==> src/design/lpg_pkg.sv <==
`default_nettype none

package lpg_pkg;

   // Field widths of the request and response transactions.
   localparam int unsigned X_W    = 10;
   localparam int unsigned Y_W    = 9;
   localparam int unsigned ADDR_W = 19;
   localparam int unsigned COL_W  = 12;

   // Internal widths: positions along either axis and the signed error term.
   localparam int unsigned POS_W = 10;
   localparam int unsigned ERR_W = 11;

   // Request operation codes.
   typedef enum logic {
      OP_START = 1'b0,
      OP_STEP  = 1'b1
   } opcode_type;

endpackage

`default_nettype wire

==> src/design/line_pixel_generator_core.sv <==
`default_nettype none

// Channel   Direction  Handshake            Payload
// req_      in         req_valid/req_ready  opcode, endpoints, colour
// rsp_      out        rsp_valid/rsp_ready  pixel x/y, address, colour, last flag
//
// One request transaction is taken per clock. A step that yields a pixel shows it on
// rsp_ in the cycle after acceptance, from the response register.
// The throughput is set by the single response register: req_ready is high whenever
// that register is empty or is being emptied in the same cycle.
// A synchronous reset clears the line state and the response valid flag.
// While a response is stalled no request is taken.

module line_pixel_generator_core #(
   parameter int unsigned SCREEN_WIDTH = 640,
   parameter int unsigned COLOR_BITS   = 12
) (
   input  logic                        clock,
   input  logic                        reset,
   input  logic                        req_valid,
   output logic                        req_ready,
   input  logic                        req_opcode,
   input  logic [lpg_pkg::X_W-1:0]     req_x_start,
   input  logic [lpg_pkg::Y_W-1:0]     req_y_start,
   input  logic [lpg_pkg::X_W-1:0]     req_x_end,
   input  logic [lpg_pkg::Y_W-1:0]     req_y_end,
   input  logic [lpg_pkg::COL_W-1:0]   req_color,
   output logic                        rsp_valid,
   input  logic                        rsp_ready,
   output logic [lpg_pkg::X_W-1:0]     rsp_pixel_x,
   output logic [lpg_pkg::Y_W-1:0]     rsp_pixel_y,
   output logic [lpg_pkg::ADDR_W-1:0]  rsp_pixel_address,
   output logic [lpg_pkg::COL_W-1:0]   rsp_pixel_color,
   output logic                        rsp_last_pixel
);
   import lpg_pkg::*;

   // Stored colour keeps only the bits that survive both masks.
   localparam int unsigned LCOL_W = (COLOR_BITS < COL_W) ? COLOR_BITS : COL_W;
   // Address arithmetic width: wide enough for row * width + column, and for the field.
   localparam int unsigned SW_W    = $clog2(SCREEN_WIDTH + 1);
   localparam int unsigned PROD_W  = Y_W + SW_W + 1;
   localparam int unsigned AFULL_W = (PROD_W > ADDR_W) ? PROD_W : ADDR_W;
   localparam logic [AFULL_W-1:0] WIDTH_K = AFULL_W'(SCREEN_WIDTH);

   // Line state.
   logic              busy_ff, busy_in;
   logic              steep_ff, steep_in;
   logic [POS_W-1:0]  major_pos_ff, major_pos_in;
   logic [POS_W-1:0]  minor_pos_ff, minor_pos_in;
   logic [POS_W-1:0]  major_end_ff, major_end_in;
   logic [POS_W-1:0]  run_dx_ff, run_dx_in;
   logic [POS_W-1:0]  run_dy_ff, run_dy_in;
   logic [ERR_W-1:0]  error_ff, error_in;
   logic              minor_down_ff, minor_down_in;
   logic [LCOL_W-1:0] line_color_ff, line_color_in;

   // Response register.
   logic              rsp_valid_ff, rsp_valid_in;
   logic [X_W-1:0]    rsp_x_ff, rsp_x_in;
   logic [Y_W-1:0]    rsp_y_ff, rsp_y_in;
   logic [ADDR_W-1:0] rsp_addr_ff, rsp_addr_in;
   logic [COL_W-1:0]  rsp_color_ff, rsp_color_in;
   logic              rsp_last_ff, rsp_last_in;

   // Setup path signals.
   logic [POS_W-1:0]  x0, y0, x1, y1, dx_abs, dy_abs;
   logic [POS_W-1:0]  a0, b0, a1, b1;
   logic [POS_W-1:0]  lo_major, lo_minor, hi_major, hi_minor;
   logic              steep_new, swap_ends;

   // Step path signals.
   logic              req_fire, is_start, emit;
   logic [POS_W-1:0]  px, py;
   logic              last;
   logic [AFULL_W-1:0] addr_full;
   logic [ERR_W:0]    err_sub, err_next;

   assign req_ready = !rsp_valid_ff || rsp_ready;
   assign req_fire  = req_valid && req_ready;
   assign is_start  = (req_opcode == OP_START);
   assign emit      = req_fire && !is_start && busy_ff;

   // Start: pick the major axis and order the endpoints along it.
   always_comb begin
      x0 = POS_W'(req_x_start);
      y0 = POS_W'(req_y_start);
      x1 = POS_W'(req_x_end);
      y1 = POS_W'(req_y_end);
      dx_abs = (x1 >= x0) ? (x1 - x0) : (x0 - x1);
      dy_abs = (y1 >= y0) ? (y1 - y0) : (y0 - y1);
      steep_new = dy_abs > dx_abs;
      a0 = steep_new ? y0 : x0;
      b0 = steep_new ? x0 : y0;
      a1 = steep_new ? y1 : x1;
      b1 = steep_new ? x1 : y1;
      swap_ends = a0 > a1;
      lo_major  = swap_ends ? a1 : a0;
      lo_minor  = swap_ends ? b1 : b0;
      hi_major  = swap_ends ? a0 : a1;
      hi_minor  = swap_ends ? b0 : b1;
   end

   // Step: current pixel, its address and the error update.
   always_comb begin
      px = steep_ff ? minor_pos_ff : major_pos_ff;
      py = steep_ff ? major_pos_ff : minor_pos_ff;
      last = (major_pos_ff == major_end_ff);
      addr_full = AFULL_W'(py[Y_W-1:0]) * WIDTH_K + AFULL_W'(px);
      err_sub = {error_ff[ERR_W-1], error_ff} - {2'b00, run_dy_ff};
      err_next = err_sub[ERR_W] ? (err_sub + {2'b00, run_dx_ff}) : err_sub;
   end

   // Next line state.
   always_comb begin
      busy_in       = busy_ff;
      steep_in      = steep_ff;
      major_pos_in  = major_pos_ff;
      minor_pos_in  = minor_pos_ff;
      major_end_in  = major_end_ff;
      run_dx_in     = run_dx_ff;
      run_dy_in     = run_dy_ff;
      error_in      = error_ff;
      minor_down_in = minor_down_ff;
      line_color_in = line_color_ff;
      if (req_fire && is_start) begin
         busy_in       = 1'b1;
         steep_in      = steep_new;
         major_pos_in  = lo_major;
         minor_pos_in  = lo_minor;
         major_end_in  = hi_major;
         run_dx_in     = hi_major - lo_major;
         run_dy_in     = (hi_minor >= lo_minor) ? (hi_minor - lo_minor)
                                                : (lo_minor - hi_minor);
         error_in      = ERR_W'((hi_major - lo_major) >> 1);
         minor_down_in = !(lo_minor < hi_minor);
         line_color_in = req_color[LCOL_W-1:0];
      end else if (emit) begin
         busy_in      = !last;
         major_pos_in = major_pos_ff + 1'b1;
         error_in     = err_next[ERR_W-1:0];
         if (err_sub[ERR_W]) begin
            minor_pos_in = minor_down_ff ? (minor_pos_ff - 1'b1) : (minor_pos_ff + 1'b1);
         end
      end
   end

   // Next response register contents.
   always_comb begin
      rsp_valid_in = rsp_valid_ff && !rsp_ready;
      rsp_x_in     = rsp_x_ff;
      rsp_y_in     = rsp_y_ff;
      rsp_addr_in  = rsp_addr_ff;
      rsp_color_in = rsp_color_ff;
      rsp_last_in  = rsp_last_ff;
      if (emit) begin
         rsp_valid_in = 1'b1;
         rsp_x_in     = px[X_W-1:0];
         rsp_y_in     = py[Y_W-1:0];
         rsp_addr_in  = addr_full[ADDR_W-1:0];
         rsp_color_in = COL_W'(line_color_ff);
         rsp_last_in  = last;
      end
   end

   // Control state, cleared by reset.
   always_ff @(posedge clock) begin
      if (reset) begin
         busy_ff       <= 1'b0;
         steep_ff      <= 1'b0;
         major_pos_ff  <= '0;
         minor_pos_ff  <= '0;
         major_end_ff  <= '0;
         run_dx_ff     <= '0;
         run_dy_ff     <= '0;
         error_ff      <= '0;
         minor_down_ff <= 1'b0;
         line_color_ff <= '0;
         rsp_valid_ff  <= 1'b0;
      end else begin
         busy_ff       <= busy_in;
         steep_ff      <= steep_in;
         major_pos_ff  <= major_pos_in;
         minor_pos_ff  <= minor_pos_in;
         major_end_ff  <= major_end_in;
         run_dx_ff     <= run_dx_in;
         run_dy_ff     <= run_dy_in;
         error_ff      <= error_in;
         minor_down_ff <= minor_down_in;
         line_color_ff <= line_color_in;
         rsp_valid_ff  <= rsp_valid_in;
      end
   end

   // Response payload needs no reset.
   always_ff @(posedge clock) begin
      rsp_x_ff     <= rsp_x_in;
      rsp_y_ff     <= rsp_y_in;
      rsp_addr_ff  <= rsp_addr_in;
      rsp_color_ff <= rsp_color_in;
      rsp_last_ff  <= rsp_last_in;
   end

   assign rsp_valid         = rsp_valid_ff;
   assign rsp_pixel_x       = rsp_x_ff;
   assign rsp_pixel_y       = rsp_y_ff;
   assign rsp_pixel_address = rsp_addr_ff;
   assign rsp_pixel_color   = rsp_color_ff;
   assign rsp_last_pixel    = rsp_last_ff;

endmodule

`default_nettype wire

==> config.mk <==
export PLATFORM = sky130hd
export DESIGN_NAME = line_pixel_generator_core
export DESIGN_NICKNAME = d
export VERILOG_FILES = /design/src/design/lpg_pkg.sv /design/src/design/line_pixel_generator_core.sv
export SDC_FILE = /design/constraint.sdc
export NUM_CORES = 1
export LEC_CHECK = 0
export ABC_CLOCK_PERIOD_IN_PS = 13700
export BUFFER_PORTS_ARGS = -buffer_cell sky130_fd_sc_hd__clkbuf_2
export CELL_PAD_IN_SITES_DETAIL_PLACEMENT = 0
export CELL_PAD_IN_SITES_GLOBAL_PLACEMENT = 1
export CORE_MARGIN = 5
export CORE_UTILIZATION = 46
export DETAILED_ROUTE_END_ITERATION = 6
export PLACE_DENSITY = 0.9
export REMOVE_ABC_BUFFERS = 1
export SETUP_SLACK_MARGIN = 0.15
export SLEW_MARGIN = 20
export SYNTH_ARGS = -nofsm -noshare
export SYNTH_HDL_FRONTEND = slang
export SYNTH_SLANG_ARGS = --single-unit
==> constraint.sdc <==
create_clock -name clock -period 13.7 [get_ports clock]
set_input_delay 0.685 -clock clock [delete_from_list [all_inputs] [get_ports clock]]
set_output_delay 0.685 -clock clock [all_outputs]
set_load 0.03 [all_outputs]
==> results.sh, run 1 <==
export IMPL_synth_common_cells="nand2_1, ha_1, a21oi_1, inv_1"
export IMPL_critical_path_class="primary input to flip-flop"
export IMPL_initial_core_util=0.4629
export IMPL_cts_sinks=121
export IMPL_synth_top_family_by_area="compound AO/OA/AOI/OAI gates"
export IMPL_track_usage=0.2214
export IMPL_outcome="finished, final reports clean"
export IMPL_synthCells=1267
export IMPL_min_from="line_color_ff[2]$_SDFFE_PP0P_"
export IMPL_slew_viol_final=0
export IMPL_ir_worst_vdd_v=0.0001095
export IMPL_synthMuxAreaShare=0.09980
export IMPL_synth_compound_area_frac=0.2140
export IMPL_cellPowerDensity_nw_per_um2=269.7
export IMPL_grt_pass1_wl_mm=47.35
export IMPL_vias=9450
export IMPL_fmax_mhz=85.69
export IMPL_synthFlopType="dfxtp_1"
export IMPL_synth_xor_area_frac=0.06588
export IMPL_cts_buffers=17
export IMPL_synthSimpleGateAreaFrac=0.1279
export IMPL_cts_hold_buf=0
export IMPL_end_kind="flip-flop"
export IMPL_holdCritPathClass="flip-flop to flip-flop"
export IMPL_relSlewSlack=0.3003
export IMPL_max_slew_worst_pin_slew_ps=1050
export IMPL_critPathArrivalTime_ps=11950
export IMPL_skew_ps=16.07
export IMPL_antenna_left=0
export IMPL_rr_endpoint="rsp_pixel_address[17]$_DFFE_PP_"
export IMPL_die_y_um=163.0
export IMPL_nets=1534
export IMPL_fp_dieArea_um2=26570
export IMPL_die_width_um=163.0
export IMPL_drive_gt1_frac=0.1406
export IMPL_cts_htree_levels=4
export IMPL_r2r_start="steep_ff$_SDFFE_PP0P_"
export IMPL_period_share=0.8518
export IMPL_ys_seq_elements=121
export IMPL_place_ws_ps=1616
export IMPL_synth_enable_flop_cells=44
export IMPL_final_cell_count_no_fill=1677
export IMPL_total_power_mw=3.263
export IMPL_clock_path_buffers=2
export IMPL_slowest_delay_ps=550
export IMPL_cts_reportedPaths_clkPinSlew_ps=60
export IMPL_gp_congestion=0.9709
export IMPL_yosysWarnings=0
export IMPL_async_flop_share=0
export IMPL_final_fill_count=2218
export IMPL_drt_first_iter_violations=577
export IMPL_crit_family="compound AO/OA/AOI/OAI gates"
export IMPL_clkLatencyLatePin_ps=420
export IMPL_wl_mm=29.15
export IMPL_first_global_vias=9045
export IMPL_root_buffer="clkbuf_16"
export IMPL_grt_overflow=0
export IMPL_antenna_found_initial=0
export IMPL_fin_ws_ps=2030
export IMPL_synth_area_per_cell_um2=8.500
export IMPL_ys_seq_area_frac=0.2658
export IMPL_io_pins=108
export IMPL_ys_types=75
export IMPL_dpl_hpwl_mm=23.33
export IMPL_tritoncts="done"
export IMPL_firstDrtPassIters=7
export IMPL_regArea_um2=2863
export IMPL_hold_path_depth=0
export IMPL_setup_viol=0
export IMPL_period_needed_ps=11670
export IMPL_holdPathEnd="rsp_pixel_color[2]$_DFFE_PP_"
export IMPL_fin_tns_setup_ps=0
export IMPL_start_kind="primary input"
export IMPL_synth_top_area_share=0.1431
export IMPL_multiInputGateArea_um2=7244
export IMPL_yosysMostFrequentCell="nand2_1"
export IMPL_row_count=56
export IMPL_grt_max_degree=63
export IMPL_avgViaCountPerCell=5.635
export IMPL_post_cts_setup_buffers=0
export IMPL_cap_violations=0
export IMPL_whs_ps=420.0
export IMPL_worst_path_max_delay_cell="nand2_2"
export IMPL_rsz0062_at_grt="no"
export IMPL_io_buffer_count=107
export IMPL_finalHoldViolCount=0
export IMPL_crit_path_frequent_cell="a21oi_1"
export IMPL_crit_buf_inv=6
export IMPL_p_leak_nw=5.426
export IMPL_drc=0
export IMPL_synth_top_cell_by_area="dfxtp_1"
export IMPL_ctsResizeCount=0
export IMPL_synthAdderAreaFrac=0.1634
export IMPL_ys_top_cells_by_area="dfxtp_1, ha_1, edfxtp_1"
export IMPL_crit_fanout=46
export IMPL_core_um2=23260
export IMPL_cp_data_required_time_ps=13980
export IMPL_r2r_slack_ps=9900
export IMPL_wl_per_cell_um=17.38
export IMPL_area_growth_pct=12.36
export IMPL_antennaDiodeCount=0
export IMPL_dp_cells=1645
export IMPL_syn_area_um2=10770
export IMPL_r2r_cells=13
[flip-flops by register name (all words and copies together), names as in the netlist]
register,flops
major_end_ff,10
rsp_pixel_color,12
steep_ff,1
minor_down_ff,1
rsp_pixel_address,12
run_dy_ff,10
run_dx_ff,10
error_ff,11
rsp_last_pixel,1
busy_ff,1
line_color_ff,12
rsp_valid,1
rsp_pixel_x,10
major_pos_ff,10
minor_pos_ff,10
rsp_pixel_y,9
[worst max path at each step]
stage	start	end	slack, ps	cells after the start
after floorplan	req_x_end[0]	run_dy_ff[8]$_SDFFE_PP0P_	760	43
after global placement	req_y_end[0]	run_dy_ff[8]$_SDFFE_PP0P_	1710	45
after detailed placement	req_y_end[0]	run_dy_ff[8]$_SDFFE_PP0P_	1620	45
after CTS	req_y_end[0]	run_dy_ff[8]$_SDFFE_PP0P_	1990	45
after global routing	req_y_end[0]	run_dy_ff[8]$_SDFFE_PP0P_	1040	44
final	req_y_end[0]	run_dy_ff[8]$_SDFFE_PP0P_	2030	45
[per-layer routing]
metal / wire, um / vias up / GRT usage / part of all wire
met4: 1035 / 0 / 0.09035 / 0.036
met5: 0 / - / 0 / 0
met1: 13550 / 4417 / 0.3071 / 0.46
met2: 12980 / 290 / 0.3496 / 0.45
li1: - / 4696 / - / -
met3: 1583 / 47 / 0.02860 / 0.054
[layout make-up]
cell class | instances | area share
multi-input cells | 975 | 0.5987
inverters | 114 | 0.03536
well taps | 319 | 0.03299
repair buffers | 116 | 0.04984
flip-flops and latches | 121 | 0.2366
clock buffers | 20 | 0.03691
clock inverters | 12 | 0.009616
[stage by stage]
step                      utilization  cell area [um^2]
final                          0.5202             12100
after global routing           0.5202             12100
after CTS                      0.5202             12100
after detailed placement       0.4960             11540
after global placement         0.4960             11540
after floorplan                     -             10520
[kinds of logic after synthesis]
kind of cell / count (synthesis)
compound gates: 353
flops: 121
mux: 104
fa+ha+maj: 134
simple gates: 303
buf+inv: 171
xor+xnor: 81
[power breakdown]
group / leakage (nW) / internal (mW) / total [mW] / switching, mW
clock network: 0.268 / 0.256 / 0.425 / 0.168
registers: 1.02 / 0.440 / 0.493 / 0.0535
logic: 4.14 / 0.961 / 2.35 / 1.39
[layout by cell type (no fill, tap or decap), types with 7 or more instances in the layout]
cell,Yosys,final
nand2_1,138,138
ha_1,123,123
a21oi_1,114,114
inv_1,114,113
clkbuf_2,1,107
mux2i_1,77,77
dfxtp_1,77,77
nor2_1,60,59
xnor2_1,54,54
o21ai_0,53,53
edfxtp_1,44,44
mux2_2,27,27
xor2_1,27,27
o211ai_1,26,26
a21o_1,25,25
nand3_1,24,24
a211oi_1,21,21
o21bai_1,17,17
clkbuf_16,0,17
o21a_1,16,16
nor3_1,15,15
nor2b_1,11,11
fa_1,11,11
nand4_1,10,10
a31oi_1,10,10
a22oi_1,10,10
o31ai_1,9,9
buf_4,7,9
or3_1,7,7
[worst reg2reg max path, delay by kind of cell, from the launching register on]
kind            cells  cell delay (ps)
compound gates      4              640
simple gates        1              120
buf+inv             2              130
mux                 1              470
xor+xnor            2              420
flops               1              910
fa+ha+maj           3              840
Note: power is estimated with default switching activity, not from simulation.
==> run 2, diff against run 1 <==
--- a/config.mk
+++ b/config.mk
@@ -10,9 +10,9 @@
 export CELL_PAD_IN_SITES_DETAIL_PLACEMENT = 0
 export CELL_PAD_IN_SITES_GLOBAL_PLACEMENT = 1
 export CORE_MARGIN = 5
-export CORE_UTILIZATION = 46
+export CORE_UTILIZATION = 35
 export DETAILED_ROUTE_END_ITERATION = 6
-export PLACE_DENSITY = 0.9
+export PLACE_DENSITY = 0.73
 export REMOVE_ABC_BUFFERS = 1
 export SETUP_SLACK_MARGIN = 0.15
 export SLEW_MARGIN = 20
==> results.sh, run 2 (synthesis gave the netlist of run 1 again) <==
export IMPL_avgViaCountPerCell=5.324
export IMPL_hold_path_depth=0
export IMPL_finalHoldViolCount=0
export IMPL_end_kind="flip-flop"
export IMPL_cts_sinks=121
export IMPL_area_growth_pct=13.59
export IMPL_stdcell_area_um2=12230
export IMPL_crit_path_frequent_cell="a21oi_1"
export IMPL_critPathArrivalTime_ps=11900
export IMPL_cts_hold_buf=0
export IMPL_critical_path_class="primary input to flip-flop"
export IMPL_rsz0062_at_grt="no"
export IMPL_grt_max_degree=63
export IMPL_holdPathEnd="rsp_pixel_color[5]$_DFFE_PP_"
export IMPL_cellPowerDensity_nw_per_um2=271.6
export IMPL_skew_ps=10.87
export IMPL_r2r_cells=16
export IMPL_layout_commonest_cell="nand2_1"
export IMPL_r2r_start="run_dy_ff[0]$_SDFFE_PP0P_"
export IMPL_finalCoreUtilization=0.4010
export IMPL_rr_endpoint="error_ff[10]$_SDFFE_PP0P_"
export IMPL_drive_gt1_frac=0.1429
export IMPL_firstDrtPassIters=5
export IMPL_cts_reportedPaths_clkPinSlew_ps=60
export IMPL_initial_core_util=0.3530
export IMPL_max_slew_worst_pin_slew_ps=1032
export IMPL_first_global_vias=8947
export IMPL_antenna_found_initial=0
export IMPL_clock_path_buffers=2
export IMPL_outcome="finished, final reports clean"
export IMPL_tritoncts="done"
export IMPL_crit_fanout=26
export IMPL_placed_area_um2=11640
export IMPL_start_kind="primary input"
export IMPL_track_usage=0.1791
export IMPL_cts_htree_levels=4
export IMPL_worst_path_max_delay_cell="o21ai_4"
export IMPL_ir_worst_vdd_v=0.0001134
export IMPL_clkLatencyLatePin_ps=420
export IMPL_vias=9338
export IMPL_slew_viol_final=0
export IMPL_drc=0
export IMPL_grt_pass1_wl_mm=48.48
export IMPL_p_leak_nw=5.447
export IMPL_antenna_left=0
export IMPL_io_buffer_count=107
export IMPL_place_ws_ps=1432
export IMPL_multiInputGateArea_um2=7253
export IMPL_drt_first_iter_violations=636
export IMPL_setup_viol=0
export IMPL_period_share=0.8489
export IMPL_fin_ws_ps=2069
export IMPL_fmax_mhz=85.98
export IMPL_gp_congestion=0.9024
export IMPL_min_from="line_color_ff[5]$_SDFFE_PP0P_"
export IMPL_core_um2=30510
export IMPL_cts_buffers=17
export IMPL_wl_mm=31.08
export IMPL_die_y_um=185.4
export IMPL_fp_dieArea_um2=34380
export IMPL_regArea_um2=2863
export IMPL_cp_data_required_time_ps=13970
export IMPL_slowest_delay_ps=640
export IMPL_fin_tns_setup_ps=0
export IMPL_antennaDiodeCount=0
export IMPL_final_cell_mix="nand2_1, ha_1, a21oi_1"
export IMPL_cap_violations=0
export IMPL_grt_overflow=0
export IMPL_die_width_um=185.4
export IMPL_io_pins=108
export IMPL_dpl_hpwl_mm=24.83
export IMPL_row_count=64
export IMPL_whs_ps=425.7
export IMPL_holdCritPathClass="flip-flop to flip-flop"
export IMPL_nets=1534
export IMPL_root_buffer="clkbuf_16"
export IMPL_r2r_slack_ps=9850
export IMPL_post_cts_setup_buffers=0
export IMPL_final_fill_count=3128
export IMPL_wl_per_cell_um=17.72
export IMPL_ctsResizeCount=0
export IMPL_relSlewSlack=0.3117
export IMPL_period_needed_ps=11630
run 2: worst max path at each step:
| stage | from | endpoint | slack [ps] | cells after the start |
|---|---|---|---|---|
| final | req_y_end[0] | run_dy_ff[8]$_SDFFE_PP0P_ | 2070 | 43 |
| after detailed placement | req_y_end[0] | run_dy_ff[8]$_SDFFE_PP0P_ | 1430 | 43 |
| after floorplan | req_x_end[0] | run_dy_ff[8]$_SDFFE_PP0P_ | 760 | 43 |
| after CTS | req_y_end[0] | run_dy_ff[8]$_SDFFE_PP0P_ | 1810 | 43 |
| after global routing | req_y_end[0] | run_dy_ff[8]$_SDFFE_PP0P_ | 1110 | 43 |
| after global placement | req_y_end[0] | run_dy_ff[8]$_SDFFE_PP0P_ | 1590 | 44 |
run 2: through the flow:
| stage | total power [mW] | instances |
|---|---|---|
| after floorplan | 2.253 | 1210 |
| after global placement | 2.842 | 1722 |
| after detailed placement | 2.853 | 1722 |
| after CTS | 3.317 | 1754 |
| after global routing | 3.592 | 1754 |
| final | 3.323 | 1754 |
run 2: layout make-up:
cell class,count,share of cell area
clock inverters,14,0.01319
clock buffers,18,0.03508
inverters,114,0.03498
well taps,396,0.04050
flip-flops and latches,121,0.2340
multi-input cells,975,0.5929
repair buffers,116,0.04930
run 2: where the power goes:
part	switching, mW	internal (mW)	total, mW	leakage, nW
Combinational	1.43	0.959	2.38	4.15
Clock	0.173	0.272	0.445	0.284
Sequential	0.0539	0.440	0.494	1.02
Total	1.65	1.67	3.32	5.45
run 2: worst max-delay path, delay by kind of cell:
family	cells	cell delay, ps
compound gates	24	6020
buf+inv	4	430
simple gates	6	1550
mux	3	1140
fa+ha+maj	5	1890
xor+xnor	1	150
run 2: metal layers:
layer	part of all wire	routed length [um]	GRT usage	vias to the layer above
met2	0.45	13840	0.2879	269
met1	0.48	14760	0.2495	4345
met5	0	0	0	-
li1	-	-	-	4683
met4	0.029	899	0.06635	0
met3	0.051	1578	0.01787	41
